==> src/rtl/vflt_pkg.sv <==
// ---------------------------------------------------------------------------
// vflt_pkg
// Shared types, codes and constants of the vblank frame lock tracker.
// ---------------------------------------------------------------------------
package vflt_pkg;

  localparam int LINE_BITS_DEF = 9;

  localparam int OP_W       = 3;
  localparam int BLANK_W    = 9;
  localparam int STEP_W     = 8;
  localparam int JIT_IN_W   = 10;
  localparam int JIT_W      = 11;
  localparam int MODE_W     = 2;
  localparam int CFG_IDX_W  = 2;
  localparam int CFG_DATA_W = 9;
  localparam int VIOL_W     = 2;
  localparam int STABLE_W   = 2;
  localparam int LOCKED_W   = 6;

  // operations
  localparam logic [OP_W-1:0] OP_RESET  = 3'd0;
  localparam logic [OP_W-1:0] OP_FRAME  = 3'd1;
  localparam logic [OP_W-1:0] OP_LINE   = 3'd2;
  localparam logic [OP_W-1:0] OP_VBLANK = 3'd3;
  localparam logic [OP_W-1:0] OP_JITTER = 3'd4;

  // lock modes
  localparam logic [MODE_W-1:0] MODE_FLOAT = 2'd0;
  localparam logic [MODE_W-1:0] MODE_LOCK  = 2'd1;
  localparam logic [MODE_W-1:0] MODE_FIXED = 2'd2;
  localparam logic [MODE_W-1:0] MODE_FINAL = 2'd3;

  // register indexes
  localparam logic [CFG_IDX_W-1:0] REG_BLANK_LENGTH = 2'd0;
  localparam logic [CFG_IDX_W-1:0] REG_FIXED_START  = 2'd1;
  localparam logic [CFG_IDX_W-1:0] REG_JITTER_STEP  = 2'd2;

  localparam logic [STEP_W-1:0] JITTER_STEP_RST = 8'd2;

  localparam int UNDERSCAN_MAX   = 10;
  localparam int VIOLATIONS_MAX  = 2;
  localparam int STABLE_MIN      = 1;
  localparam int FRAMES_TO_FINAL = 30;
  localparam int JITTER_MAX      = 50;

  typedef struct packed {
    logic [OP_W-1:0]            operation;
    logic                       vblank_level;
    logic                       garbage_frame;
    logic signed [JIT_IN_W-1:0] jitter_value;
  } vflt_item_t;

  typedef struct packed {
    logic              leave_blank;
    logic [MODE_W-1:0] lock_mode;
  } vflt_res_t;

endpackage

==> src/rtl/vflt_core.sv <==
// ---------------------------------------------------------------------------
// vflt_core
// Tracker state, configuration registers and combinational event update.
// ---------------------------------------------------------------------------
module vflt_core #(
  parameter int LINE_BITS = vflt_pkg::LINE_BITS_DEF
) (
  input  logic                             clk_i,
  input  logic                             rst_ni,
  input  logic                             fire_i,
  input  vflt_pkg::vflt_item_t             item_i,
  input  logic                             cfg_we_i,
  input  logic [vflt_pkg::CFG_IDX_W-1:0]   cfg_idx_i,
  input  logic [vflt_pkg::CFG_DATA_W-1:0]  cfg_data_i,
  output vflt_pkg::vflt_res_t              res_o
);

  localparam int EW = (LINE_BITS > vflt_pkg::BLANK_W) ? LINE_BITS : vflt_pkg::BLANK_W;
  localparam int TW = EW + 3;
  localparam logic [LINE_BITS-1:0] LINE_MAX = {LINE_BITS{1'b1}};

  logic [vflt_pkg::BLANK_W-1:0]  blank_len_q, blank_len_d;
  logic [vflt_pkg::BLANK_W-1:0]  fix_start_q, fix_start_d;
  logic [vflt_pkg::STEP_W-1:0]   step_q, step_d;
  logic [vflt_pkg::MODE_W-1:0]   mode_q, mode_d;
  logic                          vblank_q, vblank_d;
  logic [LINE_BITS-1:0]          line_q, line_d;
  logic [LINE_BITS-1:0]          last_q, last_d;
  logic [vflt_pkg::VIOL_W-1:0]   viol_cnt_q, viol_cnt_d;
  logic [vflt_pkg::STABLE_W-1:0] stable_q, stable_d;
  logic                          violated_q, violated_d;
  logic                          running_q, running_d;
  logic [vflt_pkg::LOCKED_W-1:0] locked_q, locked_d;
  logic signed [vflt_pkg::JIT_W-1:0] jit_q, jit_d;
  logic                          tr;

  always_comb begin
    logic              do_decide;
    logic              reach;
    logic [EW-1:0]     lc_e;
    logic [EW-1:0]     bl_e;
    logic signed [TW-1:0] jo_t, jc_t, base_t, thr_t, lc_t, step_t, j_t, aj_t, ao_t;
    logic [vflt_pkg::BLANK_W-1:0] v;

    blank_len_d = blank_len_q;
    fix_start_d = fix_start_q;
    step_d      = step_q;
    mode_d      = mode_q;
    vblank_d    = vblank_q;
    line_d      = line_q;
    last_d      = last_q;
    viol_cnt_d  = viol_cnt_q;
    stable_d    = stable_q;
    violated_d  = violated_q;
    running_d   = running_q;
    locked_d    = locked_q;
    jit_d       = jit_q;
    tr          = 1'b0;
    do_decide   = 1'b0;
    v           = cfg_data_i;
    step_t      = TW'($signed({1'b0, step_q}));
    jo_t        = TW'(jit_q);
    j_t         = '0;
    aj_t        = '0;
    ao_t        = '0;

    if (cfg_we_i) begin
      unique case (cfg_idx_i)
        vflt_pkg::REG_BLANK_LENGTH: blank_len_d = cfg_data_i;
        vflt_pkg::REG_FIXED_START: begin
          if (v != fix_start_q) begin
            fix_start_d = v;
            mode_d = (v != '0) ? vflt_pkg::MODE_FIXED : vflt_pkg::MODE_FLOAT;
          end
        end
        vflt_pkg::REG_JITTER_STEP: step_d = cfg_data_i[vflt_pkg::STEP_W-1:0];
        default: ;
      endcase
    end else if (fire_i) begin
      unique case (item_i.operation)
        vflt_pkg::OP_RESET: begin
          vblank_d   = 1'b0;
          line_d     = '0;
          viol_cnt_d = '0;
          stable_d   = '0;
          violated_d = 1'b0;
          last_d     = '0;
          running_d  = 1'b0;
          jit_d      = '0;
          if (mode_q != vflt_pkg::MODE_FIXED) mode_d = vflt_pkg::MODE_FLOAT;
        end
        vflt_pkg::OP_FRAME: begin
          line_d     = '0;
          running_d  = 1'b1;
          violated_d = 1'b0;
          if (mode_q == vflt_pkg::MODE_LOCK) begin
            if (locked_q != '1) locked_d = locked_q + 1'b1;
            if (32'(locked_d) > vflt_pkg::FRAMES_TO_FINAL) mode_d = vflt_pkg::MODE_FINAL;
          end
          if (jo_t > 0) begin
            j_t = jo_t - step_t;
            jit_d = (j_t < 0) ? '0 : vflt_pkg::JIT_W'(j_t);
          end else if (jo_t < 0) begin
            j_t = jo_t + step_t;
            jit_d = (j_t > 0) ? '0 : vflt_pkg::JIT_W'(j_t);
          end
        end
        vflt_pkg::OP_LINE: begin
          if (running_q) begin
            if (line_q != LINE_MAX) line_d = line_q + 1'b1;
            do_decide = 1'b1;
          end
        end
        vflt_pkg::OP_VBLANK: begin
          vblank_d = item_i.vblank_level;
          if (running_q && !item_i.vblank_level && vblank_q) do_decide = 1'b1;
        end
        vflt_pkg::OP_JITTER: begin
          j_t = TW'($signed(item_i.jitter_value));
          if (j_t > TW'(vflt_pkg::JITTER_MAX)) j_t = TW'(vflt_pkg::JITTER_MAX);
          if (mode_q == vflt_pkg::MODE_FINAL && j_t < -$signed(TW'(last_q)))
            j_t = -$signed(TW'(last_q));
          if (mode_q == vflt_pkg::MODE_FIXED && j_t < -$signed(TW'(fix_start_q)))
            j_t = -$signed(TW'(fix_start_q));
          if (j_t > 0) j_t = j_t + step_t;
          else if (j_t < 0) j_t = j_t - step_t;
          aj_t = (j_t < 0) ? -j_t : j_t;
          ao_t = (jo_t < 0) ? -jo_t : jo_t;
          if (aj_t > ao_t) jit_d = vflt_pkg::JIT_W'(j_t);
        end
        default: ;
      endcase
    end

    // end-of-blank decision on the updated line count and vblank level
    lc_e = EW'(line_d);
    bl_e = EW'(blank_len_q);
    if (vblank_d) reach = lc_e >= bl_e;
    else reach = (bl_e >= EW'(vflt_pkg::UNDERSCAN_MAX))
                 && (lc_e >= bl_e - EW'(vflt_pkg::UNDERSCAN_MAX));
    jc_t   = (jo_t < TW'(vflt_pkg::JITTER_MAX)) ? jo_t : TW'(vflt_pkg::JITTER_MAX);
    base_t = (mode_q == vflt_pkg::MODE_FIXED) ? TW'(fix_start_q) : TW'(last_q);
    thr_t  = base_t + jc_t;
    lc_t   = TW'(line_d);

    if (do_decide) begin
      unique case (mode_q)
        vflt_pkg::MODE_FLOAT: begin
          if (reach) begin
            if (!item_i.garbage_frame && line_d == last_q) begin
              if (stable_q != '1) stable_d = stable_q + 1'b1;
            end else begin
              stable_d = '0;
            end
            last_d = line_d;
            tr = 1'b1;
          end
          if (32'(stable_d) >= vflt_pkg::STABLE_MIN) begin
            mode_d     = vflt_pkg::MODE_LOCK;
            locked_d   = '0;
            viol_cnt_d = '0;
          end
        end
        vflt_pkg::MODE_LOCK: begin
          if (line_d == last_q || reach) begin
            if (line_d == last_q && reach && !violated_q) begin
              viol_cnt_d = '0;
            end else begin
              if (!violated_q && viol_cnt_q != '1) viol_cnt_d = viol_cnt_q + 1'b1;
              violated_d = 1'b1;
            end
          end
          if (line_d == last_q) tr = 1'b1;
          if (32'(viol_cnt_d) > vflt_pkg::VIOLATIONS_MAX) begin
            mode_d   = vflt_pkg::MODE_FLOAT;
            stable_d = '0;
          end
        end
        default: tr = (thr_t < 0) || (lc_t >= thr_t);
      endcase
      if (tr) running_d = 1'b0;
    end
  end

  always_ff @(posedge clk_i or negedge rst_ni) begin
    if (!rst_ni) begin
      blank_len_q <= '0;
      fix_start_q <= '0;
      step_q      <= vflt_pkg::JITTER_STEP_RST;
      mode_q      <= vflt_pkg::MODE_FLOAT;
      vblank_q    <= 1'b0;
      line_q      <= '0;
      last_q      <= '0;
      viol_cnt_q  <= '0;
      stable_q    <= '0;
      violated_q  <= 1'b0;
      running_q   <= 1'b0;
      locked_q    <= '0;
      jit_q       <= '0;
    end else begin
      blank_len_q <= blank_len_d;
      fix_start_q <= fix_start_d;
      step_q      <= step_d;
      mode_q      <= mode_d;
      vblank_q    <= vblank_d;
      line_q      <= line_d;
      last_q      <= last_d;
      viol_cnt_q  <= viol_cnt_d;
      stable_q    <= stable_d;
      violated_q  <= violated_d;
      running_q   <= running_d;
      locked_q    <= locked_d;
      jit_q       <= jit_d;
    end
  end

  assign res_o.leave_blank = tr;
  assign res_o.lock_mode   = mode_d;

endmodule

==> src/rtl/vblank_frame_lock_tracker_unit.sv <==
// ---------------------------------------------------------------------------
// vblank_frame_lock_tracker_unit
// Line-by-line vertical blank exit and frame lock tracker, stream in/out.
// ---------------------------------------------------------------------------
// throughput: one word per cycle while the result register is free or drained, set by
// the combinational state update between the input register and the result register;
// an accepted word is held in the input register and its result in the result register
// reset: asynchronous, clears the valid flags and core state, jitter step to 2; word and result registers are not reset
module vblank_frame_lock_tracker_unit #(
  parameter int LINE_BITS = vflt_pkg::LINE_BITS_DEF
) (
  input  logic                            clk_i,
  input  logic                            rst_ni,
  input  logic                            s_axis_tvalid,
  output logic                            s_axis_tready,
  input  logic [15:0]                     s_axis_tdata,  // vblank_level, garbage_frame,
                                                         // jitter_value, zero pad
  input  logic [vflt_pkg::OP_W-1:0]       s_axis_tuser,  // operation
  output logic                            m_axis_tvalid,
  input  logic                            m_axis_tready,
  output logic [7:0]                      m_axis_tdata,  // leave_blank, lock_mode, zero pad
  input  logic                            cfg_we_i,
  input  logic [vflt_pkg::CFG_IDX_W-1:0]  cfg_idx_i,
  input  logic [vflt_pkg::CFG_DATA_W-1:0] cfg_data_i
);

  logic                 in_vld_q, in_vld_d;
  vflt_pkg::vflt_item_t in_item_q, in_item_d;
  logic                 out_vld_q, out_vld_d;
  vflt_pkg::vflt_res_t  out_res_q, out_res_d;
  vflt_pkg::vflt_res_t  res;
  logic                 adv;
  logic                 s_acc;

  assign adv           = in_vld_q && (!out_vld_q || m_axis_tready);
  assign s_axis_tready = !in_vld_q || adv;
  assign s_acc         = s_axis_tvalid && s_axis_tready;

  always_comb begin
    in_vld_d  = s_acc || (in_vld_q && !adv);
    in_item_d = in_item_q;
    if (s_acc) begin
      in_item_d.operation     = s_axis_tuser;
      in_item_d.vblank_level  = s_axis_tdata[0];
      in_item_d.garbage_frame = s_axis_tdata[1];
      in_item_d.jitter_value  = $signed(s_axis_tdata[vflt_pkg::JIT_IN_W+1:2]);
    end
    out_vld_d = adv || (out_vld_q && !m_axis_tready);
    out_res_d = adv ? res : out_res_q;
  end

  vflt_core #(
    .LINE_BITS (LINE_BITS)
  ) u_core (
    .clk_i      (clk_i),
    .rst_ni     (rst_ni),
    .fire_i     (adv),
    .item_i     (in_item_q),
    .cfg_we_i   (cfg_we_i),
    .cfg_idx_i  (cfg_idx_i),
    .cfg_data_i (cfg_data_i),
    .res_o      (res)
  );

  always_ff @(posedge clk_i or negedge rst_ni) begin
    if (!rst_ni) begin
      in_vld_q  <= 1'b0;
      out_vld_q <= 1'b0;
    end else begin
      in_vld_q  <= in_vld_d;
      out_vld_q <= out_vld_d;
    end
  end

  always_ff @(posedge clk_i) begin
    in_item_q <= in_item_d;
    out_res_q <= out_res_d;
  end

  assign m_axis_tvalid = out_vld_q;
  assign m_axis_tdata  = {5'd0, out_res_q.lock_mode, out_res_q.leave_blank};

endmodule
==> config.mk <==
export PLATFORM = sky130hd
export DESIGN_NAME = vblank_frame_lock_tracker_unit
export DESIGN_NICKNAME = d
export VERILOG_FILES = /design/src/rtl/vflt_pkg.sv /design/src/rtl/vflt_core.sv /design/src/rtl/vblank_frame_lock_tracker_unit.sv
export SDC_FILE = /design/constraint.sdc
export NUM_CORES = 1
export LEC_CHECK = 0
export ABC_AREA = 0
export BUFFER_PORTS_ARGS = -buffer_cell sky130_fd_sc_hd__buf_2
export CORE_ASPECT_RATIO = 1.4
export CORE_MARGIN = 10
export CORE_UTILIZATION = 40
export DETAILED_ROUTE_END_ITERATION = 10
export SYNTH_ARGS = -nofsm -noshare
export SYNTH_HDL_FRONTEND = slang
export SYNTH_SLANG_ARGS = --single-unit
==> constraint.sdc <==
create_clock -name clk_i -period 11.03 [get_ports clk_i]
set_input_delay 2.206 -clock clk_i [delete_from_list [all_inputs] [get_ports clk_i]]
set_output_delay 2.206 -clock clk_i [all_outputs]
set_load 0.01 [all_outputs]
==> impl.org, run 1 <==
** Clock tree
- Buffer levels on the longest clock path :: 2
- Setup repair bufs after CTS :: 0
- The clock net in this run drives a total of 90 sinks.
- Clock input transition at the sequential cells of the worst setup and hold paths :: 70 ps
- Clock latency of the later-clocked register in the worst-skew pair :: 360 ps
- Number of buffers inserted during clock tree synthesis :: 9
- TritonCTS built the clock tree.
- The clock tree synthesis step divided the H-tree into 3 levels.
- Root cell of the clock tree :: sky130_fd_sc_hd__clkbuf_16

** Critical path
- Critical path start-end classification :: register to register
- Worst-path cell with the longest stage delay :: sky130_fd_sc_hd__or4_4
- Counting buffers and inverters, the worst setup path is 46 cells deep.
- Number of buffers and inverters on the critical path :: 6
- End point of the critical path :: u_core.jit_q[7]
- STA puts the critical path data required time at 11320 ps.
- STA puts the critical path data arrival time at 10620 ps.
- CP max stage delay :: 550 ps
- The number of cells on the worst reg-to-reg path is 46.
- The worst setup path is launched from a register.
- For flop-to-flop paths, the worst setup slack is 690 ps.
- In this run the critical register-to-register path is captured at u_core.jit_q[7].
- Crit path max fanout :: 22
- The cell family contributing the most delay on the critical path is compound AO/OA/AOI/OAI gates.
- The startpoint identified for the worst register-to-register timing path is u_core.last_q[3].
- STA classifies the critical path endpoint as a register.
- Crit path launch :: u_core.last_q[3]

** Power
- Worst ir drop on vdd :: 110 uV
- Combinational cell fraction of total power :: 54.1%
- Cell-internal power :: 0.969 mW
- Sequential share of power :: 26.6%
- Switching fraction of total power :: 43.0%
- For this design the static power due to leakage is 4.58 nW.
- The clock network burns 19.3% of the power.
- In this run the power density over the cells is 172 nW/um^2.
- The analysis attributes to net switching a power of 0.730 mW.

** Route
- After detailed routing, the average wire length per cell comes to 18.1 um.
- After detailed routing, the number of vias per cell comes to 5.59.
- In the routed design, unresolved DRC markers number 0.
- The detailed router finished its first iteration with 417 violations.
- Final wirelength :: 25.4 mm
- Vias after detailed routing :: 7834
- For this run, the detailed router's first-pass iteration total came to 5.
- Final antenna-violating net count :: 0

** Status
- Run status :: complete, no violations

** Global routing
- Maximum number of pins on one net before global-route repair :: 73
- Global route overflow :: 0
- Wire length of the first global-routing pass :: 40.6 mm
- In the global route stage, overall resource usage came out at 17.3%.
- Antenna violations before repair :: 0
- The via count of the first global-routing pass was 7737.

** Logic synthesis
- During synthesis, Yosys emitted a total of 0 warnings.
- In this run, synthesis inferred 18 flip-flops with an integrated enable.
- After synthesis, the largest area contributor takes up 19.5% of total cell area.
- After synthesis, the cell types taking the most area are sky130_fd_sc_hd__dfrtp_1 (20%), sky130_fd_sc_hd__ha_1 (15%), sky130_fd_sc_hd__edfxtp_1 (5.9%), sky130_fd_sc_hd__xnor2_1 (5.5%), sky130_fd_sc_hd__nand2_1 (4.0%).
- Proportion of register bits with asynchronous set or reset after synthesis :: 80.0%
- Synth unique cells :: 76
- Cell area after technology mapping :: 9110 um^2
- sky130_fd_sc_hd__dfrtp_1 takes more of the synthesized area than any other cell.
- Number of synthesized register bits :: 90
- In the synthesized netlist the dominant register cell turns out to be sky130_fd_sc_hd__dfrtp_1.
- After synthesis, the mean cell area works out to 8.44 um^2.
- After synthesis, flip-flops and latches occupy 25.7% of the total area.
- The cell count after synthesis came out at 1080.

** STA
- Worst hold slack across all endpoints :: 561 ps
- After routing, the total negative slack on setup checks comes to 0 ps.
- Final setup violation count :: 0
- In this run the tightest slew margin relative to its limit is 28.8%.
- Largest clock skew in the final design :: 10.7 ps
- Share of the clock period used by the worst path :: 93.7%
- Setup repair after global routing left no endpoint under its margin.
- The number of hold violations in the final report was 0.
- Slew Viols, Final :: 0
- The clock period could shrink to 10340 ps.
- Static timing analysis puts the maximum clock frequency at 0.0967 GHz.
- Worst Tran Pin Value :: 1060 ps

** Cells and area
- Compared with the post-synthesis result, the final layout area differs by 8.49%.
- Of the cells placed in the final design, the portion with a size suffix greater than 1 is 11.4%.
- Number of antenna diodes :: 0
- Most common cell after layout, fill and taps aside :: sky130_fd_sc_hd__ha_1
- Final layout net count :: 1247
- Cells fill 43.9% of the core in the end.
- Top library cells by usage in the layout, fill and taps aside :: sky130_fd_sc_hd__ha_1 (111), sky130_fd_sc_hd__nand2_1 (97), sky130_fd_sc_hd__nor2_1 (84), sky130_fd_sc_hd__inv_1 (79), sky130_fd_sc_hd__dfrtp_1 (71)

** Floorplanning
- IO Pins :: 45
- Once the floorplan was initialized, standard cells occupied 40.4% of the core.
- After floorplanning, the core was divided into 65 placement rows.
- Overall die height :: 199 um
- Total Die Area :: 29300 um^2
- Floorplan core area :: 22500 um^2
- Measured along the x axis, the die boundary spans 148 um.

** Place
- Once detailed placement completed, the half-perimeter wirelength came to 20.3 mm.
- Buffers placed on the I/O ports in this run total 35.
- At the end of routability-driven placement, the weighted congestion stood at 0.961.

** Hold path
- Type of the worst min-delay path :: register to register

** Run
- Number of max-cap violations :: 0
-- layout make-up --
type                       instances  area (um^2)
fill                            2276        12600
clock inverter                     7         81.3
sequential                        90         2340
clock buffer                       9          225
inverter                          79          297
tap                              301          377
timing repair buffer              46          260
multi-input combinational        870         6300
-- power by group through the flow --
stage | clock [mW] | sequential (mW) | combinational [mW]
final | 0.327 | 0.453 | 0.919
after global routing | 0.346 | 0.461 | 1.05
after CTS | 0.334 | 0.452 | 0.919
after detailed placement | 0 | 0.459 | 0.912
after global placement | 0 | 0.457 | 0.899
after floorplan | 0 | 0.420 | 0.743
-- layer usage --
metal  GRT usage (%)  wire length, um
met5               0                0
met4            8.76             1080
met1            19.6            10600
met2            31.7            13100
met3            1.48              690
-- synth_stat cells (7+ instances only) --
cell	n
sky130_fd_sc_hd__o31ai_1	8
sky130_fd_sc_hd__mux2_2	31
sky130_fd_sc_hd__ha_1	111
sky130_fd_sc_hd__nor2_1	84
sky130_fd_sc_hd__edfxtp_1	18
sky130_fd_sc_hd__or2_2	7
sky130_fd_sc_hd__nand2_1	97
sky130_fd_sc_hd__o21ai_0	61
sky130_fd_sc_hd__or3_1	13
sky130_fd_sc_hd__nand3_1	31
sky130_fd_sc_hd__nor2b_1	12
sky130_fd_sc_hd__o21bai_1	15
sky130_fd_sc_hd__and2_1	9
sky130_fd_sc_hd__inv_1	79
sky130_fd_sc_hd__clkbuf_1	34
sky130_fd_sc_hd__a21o_1	32
sky130_fd_sc_hd__a21oi_1	64
sky130_fd_sc_hd__nand4_1	19
sky130_fd_sc_hd__o21a_1	15
sky130_fd_sc_hd__nand2b_1	18
sky130_fd_sc_hd__mux2i_1	18
sky130_fd_sc_hd__a211oi_1	11
sky130_fd_sc_hd__dfrtp_1	71
sky130_fd_sc_hd__a22oi_1	9
sky130_fd_sc_hd__xnor2_1	57
sky130_fd_sc_hd__xor2_1	16
sky130_fd_sc_hd__nor3_1	21
sky130_fd_sc_hd__nor4_1	9
-- stage by stage --
stage	setup WS (ps)	total power, mW	cell area (um^2)	std cells
6_report	694	1.70	9880	1402
3_5_place_dp	618	1.37	9550	1386
4_1_cts	565	1.71	9850	1402
2_1_floorplan	1120	1.16	9130	1085
5_1_grt	100	1.85	9880	1402
3_3_place_gp	757	1.36	9550	1386
-- how the worst min path moves through the flow --
stage / startpoint / end / slack, ps / cells past startpoint
global placement: u_core.vblank_q / u_core.vblank_q / 530 / 2
global route: in_vld_q / m_axis_tvalid / 600 / 1
CTS: u_core.vblank_q / u_core.vblank_q / 570 / 2
floorplan: u_core.vblank_q / u_core.vblank_q / 500 / 2
finish: u_core.vblank_q / u_core.vblank_q / 560 / 2
detailed placement: u_core.vblank_q / u_core.vblank_q / 550 / 2
-- kinds of logic (layout without fill, tap and decap cells) --
kind of cell	after synthesis	after routing	synth area share [%]
buf+inv	125	141	5.64
other cells	2	7	0.0824
xor+xnor	74	74	7.20
fa+ha+maj	116	116	16.3
simple gates	347	347	18.8
flops	90	90	25.7
mux	50	50	5.97
compound gates	276	276	20.3
-- worst min-delay path, delay by kind of cell (launching register included) --
kind,cells,cell delay (ps)
flops,1,350
compound gates,1,110
buf+inv,1,70
-- flip-flops by register name, indices dropped and copies added, names as in the netlist, 2 cells and up --
signal and count:
in_item_q 15, m_axis_tdata 3, u_core.blank_len_q 9, u_core.fix_start_q 9, u_core.jit_q 11, u_core.last_q 9
u_core.line_q 9, u_core.locked_q 6, u_core.mode_q 2, u_core.stable_q 2, u_core.step_q 8, u_core.viol_cnt_q 2
-- repair_timing --
action	4_1_cts	5_1_grt
hold buffers	0	0
gates resized for setup	0	5
endpoints found under the setup margin	0	11
No activity file was read; power rests on OpenSTA's default activity.
==> run 2, diff against run 1 <==
--- a/config.mk
+++ b/config.mk
@@ -9,8 +9,9 @@
 export BUFFER_PORTS_ARGS = -buffer_cell sky130_fd_sc_hd__buf_2
 export CORE_ASPECT_RATIO = 1.4
 export CORE_MARGIN = 10
-export CORE_UTILIZATION = 40
+export CORE_UTILIZATION = 55
 export DETAILED_ROUTE_END_ITERATION = 10
+export PLACE_DENSITY = 0.73
 export SYNTH_ARGS = -nofsm -noshare
 export SYNTH_HDL_FRONTEND = slang
 export SYNTH_SLANG_ARGS = --single-unit
==> run 2 against run 1 <==
  * Sequential cell count unchanged
  * Critical path type unchanged
  * Clock power is 12% higher
  * Die area down 24%
==> impl.org, run 2 (synthesis results as in run 1) <==
** STA
- Measured against its own limit, the worst slew margin works out to 21.1%.
- The worst path in the final design needs a cycle of 10350 ps, including I/O delays and setup.
- Setup violations remaining at the end of the flow were counted as 0.
- Slew Viols, Final :: 0
- Dividing the final minimum period by the clock period gives 93.8%.
- Largest clock skew in the final design :: 16.1 ps
- For the final routed database, the setup TNS stands at 0 ps.
- Number of endpoints with negative hold slack in the final report :: 0
- Setup repair after global routing missed its margin :: false
- Setup slack on the critical path of the routed design comes to 680 ps.
- At the pin with the least slew margin, the transition time is 1170 ps.
- Maximum frequency from static timing analysis :: 0.0966 GHz

** Route
- The first routing iteration left 521 violations.
- Final wirelength :: 24.4 mm
- Vias/cell :: 6.09
- Sum of met2 wire segment lengths after detailed routing :: 12.7 mm
- Post-detailed-route DRC marker count :: 0
- Met3 wire length :: 784 um
- Final antenna-violating net count :: 0
- Summing over every cut layer, the via total after detailed routing is 7898.
- Dividing the detail-routed wire length by the instance count gives 18.8 um.
- For this block, wires on met1 add up to 9.84 mm.
- The pre-antenna-repair detailed-routing pass consisted of 5 iterations.
- Highest metal layer used by the detailed router :: met4

** Place
- Final weighted congestion of routability-driven global placement :: 0.963
- In this run the tool buffered the top-level ports with 35 buffer cells.
- Pre-CTS setup slack :: 666 ps
- The HPWL after detailed placement is 19.2 mm.

** Power
- Combinational cell fraction of total power :: 53.0%
- Sequential share of power :: 26.1%
- Power Density :: 179 nW/um^2
- Summing internal, switching and leakage power gives 1.75 mW.
- Of the total power, the clock network draws 20.9%.
- Cell-internal power :: 1.01 mW
- Net switching is 42.1% of the power.
- Across the VDD grid, the largest voltage drop is 121 uV.
- Net Switching :: 0.737 mW
- For this design the static power due to leakage is 4.58 nW.

** Cells and area
- In the layout the commonest cells are sky130_fd_sc_hd__ha_1 (110), sky130_fd_sc_hd__nand2_1 (97), sky130_fd_sc_hd__nor2_1 (84), sky130_fd_sc_hd__inv_1 (79), sky130_fd_sc_hd__dfrtp_1 (71).
- Of the cells placed in the final design, the portion with a size suffix greater than 1 is 11.1%.
- Final layout net count :: 1244
- Most common cell after layout, fill and taps aside :: sky130_fd_sc_hd__ha_1
- The register with the most flip-flops in the layout has 15 of them.
- The repair_antennas step left the layout with diodes totalling 0.
- Area growth from synthesis to layout :: 7.25%
- Register with the most flip-flops :: in_item_q
- Regs by FF count :: in_item_q: 15 flops, u_core.jit_q: 11 flops

** Global routing
- Maximum number of pins on one net before global-route repair :: 73
- Wire length of the first global-routing pass :: 39.1 mm
- Global-route usage over all layers :: 22.1%
- Antenna violations before repair :: 0
- For this run the aggregate overflow at the end of global routing stands at 0.
- Vias in the first global route :: 7830

** Floorplanning
- For this configuration, the core starts out at a cell density of 56.1%.
- The region available for standard cell placement spans 16200 um^2.
- Row generation in the floorplan step produced 55 rows.
- The die covers 22200 um^2.
- Die boundary width :: 129 um
- The die is 172 um tall.
- IO Pins :: 45

** Clock tree
- Counting the buffers created by CTS gives 9.
- Setup repair bufs after CTS :: 0
- CTS H-tree lvls :: 3
- Buffer levels on the longest clock path :: 2
- Clock latency of the later-clocked register in the worst-skew pair :: 360 ps
- Clock-pin slew was measured on the worst setup and hold paths at 70 ps.
- Root cell of the clock tree :: sky130_fd_sc_hd__clkbuf_16
- CTS tree :: built
- For this design, the sink count on the clock tree is 90.

** Critical path
- The critical path in this run is classified as register to register.
- WP data arrival :: 10630 ps
- The worst setup path is launched from a register.
- On the critical path, the stage with the largest delay is an instance of sky130_fd_sc_hd__or4_4.
- Crit path max fanout :: 22
- STA classifies the critical path endpoint as a register.
- Required time worst endpoint :: 11310 ps
- On the worst path, the slowest cell contributes a delay of 590 ps.

** Status
- Run status :: complete, no violations

** Run
- Number of max-cap violations :: 0

** Hold path
- Type of the worst min-delay path :: register to register
-- run 2: cell count changes in the layout (fill, tap and decap cells not counted), sizes merged --
cell	delta
buf	-3
bufinv	+2
clkinv	-1
inv	-1
-- run 2: power by group through the flow --
stage	combinational, mW	sequential [mW]	clock (mW)
final	0.927	0.457	0.366
after floorplan	0.743	0.420	0
after detailed placement	0.911	0.462	0
after global routing	1.04	0.462	0.383
after CTS	0.917	0.456	0.372
after global placement	0.889	0.461	0
-- run 2: layout make-up --
| type | instances | area [um^2] |
|---|---|---|
| flip-flops and latches | 90 | 2340 |
| clock buffers | 9 | 225 |
| well taps | 199 | 249 |
| multi-input cells | 870 | 6300 |
| repair buffers | 43 | 238 |
| inverters | 79 | 297 |
| clock inverters | 7 | 123 |
| fillers | 1462 | 6470 |
-- run 2: timing repair --
item / CTS / global route
resized for setup: 0 / 5
hold buffers: 0 / 0
endpoints found under the hold margin: 0 / 0
endpoints found under the setup margin: 0 / 11
-- run 2: worst paths after layout --
path | from | end | slack, ps | cells after the start
min | u_core.viol_cnt_q[1] | u_core.viol_cnt_q[1] | 560 | 1
min in group asynchronous | rst_ni | u_core.blank_len_q[8] | 1970 | 1
max in group asynchronous | rst_ni | u_core.mode_q[0] | 8400 | 1
min reg2reg | u_core.viol_cnt_q[1] | u_core.viol_cnt_q[1] | 560 | 1
max | u_core.last_q[0] | u_core.jit_q[7] | 680 | 47
max reg2reg | u_core.last_q[0] | u_core.jit_q[7] | 680 | 47
-- run 2: per-stage QoR --
step | cell area, um^2 | utilization [%] | std cells | hold WS, ps
after global placement | 9400 | 57.9 | 1281 | 540
after global routing | 9770 | 60.2 | 1297 | 598
after floorplan | 9130 | - | 1085 | 498
after detailed placement | 9400 | 57.9 | 1281 | 539
after CTS | 9750 | 60.0 | 1297 | 557
final | 9770 | 60.2 | 1297 | 560
-- run 2: critical path, delay by kind of cell (launching register included) --
kind                     cells  cell delay, ps
XOR/XNOR                     2             410
AND/OR/NAND/NOR             15            3680
buffers and inverters        6             960
adder cells (fa/ha/maj)      5            1590
flip-flops                   1             500
AO/OA/AOI/OAI               19            3150
-- run 2: layer usage --
metal,global-route usage (%),vias to the layer above
li1,-,3883
met2,40.7,210
met1,24.6,3748
met4,10.2,0
met5,0,-
met3,2.70,57
==> run 3, diff against run 2 <==
--- a/config.mk
+++ b/config.mk
@@ -11,7 +11,7 @@
 export CORE_MARGIN = 10
 export CORE_UTILIZATION = 55
 export DETAILED_ROUTE_END_ITERATION = 10
-export PLACE_DENSITY = 0.73
+export PLACE_DENSITY = 0.76
 export SYNTH_ARGS = -nofsm -noshare
 export SYNTH_HDL_FRONTEND = slang
 export SYNTH_SLANG_ARGS = --single-unit
==> constraint.sdc (replaced) <==
create_clock -name clk_i -period 9.95 [get_ports clk_i]
set_input_delay 1.99 -clock clk_i [delete_from_list [all_inputs] [get_ports clk_i]]
set_output_delay 1.99 -clock clk_i [all_outputs]
set_load 0.1 [all_outputs]
==> run 3 against run 2 <==
  * Combinational power grew 18%
  * Die area is the same
  * Global-route usage grew 0.067 points
  * Routed wire length grew 2.8%
  * Hold slack lost 8.1 ps
  * Critical endpoint is now u_core.jit_q[0]
==> impl.org, run 3 (synthesis results as in run 1) <==
** Status
- The flow ran to the end, and the final reports show no timing, DRC or antenna violations.

** Cells and area
- In the final layout, flip-flops and latches occupy 2340 um^2.
- Layout cells sized above 1 :: 14.9%
- Post-route cell area :: 9990 um^2
- Top library cells by usage in the layout, fill and taps aside :: sky130_fd_sc_hd__ha_1 (108), sky130_fd_sc_hd__nand2_1 (97), sky130_fd_sc_hd__nor2_1 (83), sky130_fd_sc_hd__inv_1 (78), sky130_fd_sc_hd__dfrtp_1 (70)
- Regs by FF count :: in_item_q: 15 flops, u_core.jit_q: 11 flops
- Relative to the synthesized area, the layout overhead comes to 9.71%.
- The number of antenna diodes in the final layout is 0.
- Most common cell after layout, fill and taps aside :: sky130_fd_sc_hd__ha_1
- Final layout net count :: 1263
- Largest register FFs :: 15
- Filler Cells Inserted :: 1427
- Summing all multi-input logic gate instances after layout gives 6410 um^2.
- More flip-flops sit in one register than any other, and that register is in_item_q.

** Route
- In this run the top signal layer used is met4.
- After detailed routing, the number of vias per cell comes to 6.22.
- Drt pass-1 iters :: 5
- Average wire per cell in the routed design :: 19.0 um
- In this run the remaining antenna-violating nets after routing total 0.
- Summed over all nets, wire length on met3 after detailed routing comes to 1.10 mm.
- Violation count after the first detailed-route iteration :: 487
- After detailed routing, the total wire length is 25.1 mm.
- In the routed design, unresolved DRC markers number 0.
- Met1 routed wirelength after detailed routing :: 9.99 mm
- Sum of met2 wire segment lengths after detailed routing :: 13.0 mm
- Vias after detailed routing :: 8185

** STA
- The number of hold violations in the final report came to 0.
- Final setup violation count :: 0
- Worst hold slack across all endpoints :: 552 ps
- Slew Viols, Final :: 0
- At the pin with the least slew margin, the transition time is 1260 ps.
- Setup slack after layout :: 331 ps
- Share of the clock period used by the worst path :: 96.7%
- Clock period minus final worst setup slack :: 9620 ps
- Worst relative slew slack :: 15.3%
- Largest clock skew in the final design :: 10.6 ps
- Maximum frequency from static timing analysis :: 0.104 GHz

** Clock tree
- TritonCTS built the clock tree.
- Counting along the longest clock path gives a buffer depth of 2.
- Clock input transition at the sequential cells of the worst setup and hold paths :: 80 ps
- In this run the clock root is driven by a sky130_fd_sc_hd__clkbuf_16.
- The H-tree was split into 3 levels.
- Hold repair after CTS inserted 0 buffers.
- The clock drives 90 sinks.
- The clock reaches the later pin of the worst-skew pair after 360 ps.
- The number of clock buffers added by TritonCTS is 9.

** Floorplanning
- Initial core utilization :: 56.1%
- The floorplan step set the die height to 172 um.
- After floorplanning, the core was divided into 55 placement rows.
- IO Pins :: 45
- Floorplan core area :: 16200 um^2
- Die boundary width :: 129 um
- The die covers 22200 um^2.

** Power
- Worst ir drop on vdd :: 103 uV
- The analysis attributes to net switching a power of 0.864 mW.
- Of the total power, combinational logic draws 55.6%.
- Share of total power in the clock network :: 18.5%
- Cell internal power was estimated by the tool at 1.10 mW.
- Power Density :: 197 nW/um^2
- Switching fraction of total power :: 43.9%
- In this run, flip-flops and latches consume 25.9% of the power.
- Leakage power :: 4.69 nW

** Critical path
- Along the worst path, the maximum fanout reaches 5.
- The worst setup path is captured at a register.
- Nature of the critical path startpoint :: register
- The worst setup path is of the register to register kind.
- WP data arrival :: 9860 ps
- Data on the critical path is required at its endpoint by 10190 ps.
- The largest individual stage delay along the critical path comes from the cell sky130_fd_sc_hd__or4_4.
- CP max stage delay :: 580 ps

** Place
- Routability-driven placement finished with a final weighted congestion of 0.942.
- Pre-CTS setup slack :: -1.58 ps
- Once placement finished, the instance area stood at 9450 um^2.
- Buffers placed on the I/O ports in this run total 35.
- Half-perimeter wire length after detailed placement :: 19.2 mm

** Hold path
- Type of the worst min-delay path :: register to register

** Run
- The tool flagged a number of max-cap violations equal to 0.

** Global routing
- Entering global routing, the biggest net connects 73 pins.
- Vias in the first global route :: 7802
- Global routing consumed, over all layers together, 22.1% of the routing resources.
- For this run the aggregate overflow at the end of global routing stands at 0.
- Antenna violations before repair :: 0
- Wire length of the first global-routing pass :: 39.2 mm
run 3: cell type report:
cell class                 instances  area share (%)
clock buffer                       9            2.25
clock inverter                     7           0.801
inverter                          79            2.97
multi-input combinational        870            64.1
sequential                        90            23.5
tap                              199            2.49
timing repair buffer              62            3.92
run 3: what timing repair did:
action                     in CTS  in global routing
gates cloned                    0                  2
pin swaps                       0                 15
setup endpoints to repair      11                 11
gates resized for setup         3                 36
setup buffers                   0                 10
run 3: worst paths after layout:
kind | start | end | slack [ps] | cells after the start
max | u_core.last_q[0] | u_core.jit_q[0] | 330 | 45
min | u_core.blank_len_q[0] | u_core.blank_len_q[0] | 550 | 1
max in group asynchronous | rst_ni | u_core.last_q[0] | 7510 | 1
max reg2reg | u_core.last_q[0] | u_core.jit_q[0] | 330 | 45
min reg2reg | u_core.blank_len_q[0] | u_core.blank_len_q[0] | 550 | 1
min in group asynchronous | rst_ni | u_core.blank_len_q[6] | 1770 | 1
run 3: stage by stage:
stage / setup TNS [ps] / cells / utilization, % / power (mW)
final: 0 / 1316 / 61.5 / 1.97
after detailed placement: -1.58 / 1288 / 58.2 / 1.54
after floorplan: 0 / 1085 / - / 1.31
after CTS: 0 / 1304 / 60.1 / 1.91
after global routing: -1130 / 1316 / 61.5 / 2.12
after global placement: 0 / 1288 / 58.2 / 1.51
run 3: critical path: cells and delay by family (launching register included):
family / cells / cell delay [ps]
flops: 1 / 440
simple gates: 13 / 3010
compound gates: 19 / 3300
xor+xnor: 2 / 290
buf+inv: 5 / 620
mux: 1 / 340
fa+ha+maj: 5 / 1490
run 3: power by group through the flow:
stage	sequential, mW	clock, mW	combinational, mW
6_report	0.509	0.364	1.09
5_1_grt	0.516	0.381	1.22
4_1_cts	0.505	0.367	1.04
3_5_place_dp	0.512	0	1.03
3_3_place_gp	0.510	0	1.00
2_1_floorplan	0.474	0	0.833
run 3: metal layers:
layer  track usage [%]  vias up
li1                  -     3931
met1              24.6     3930
met2              40.7      267
met3              3.03       57
met4              10.3        0
met5                 0        -
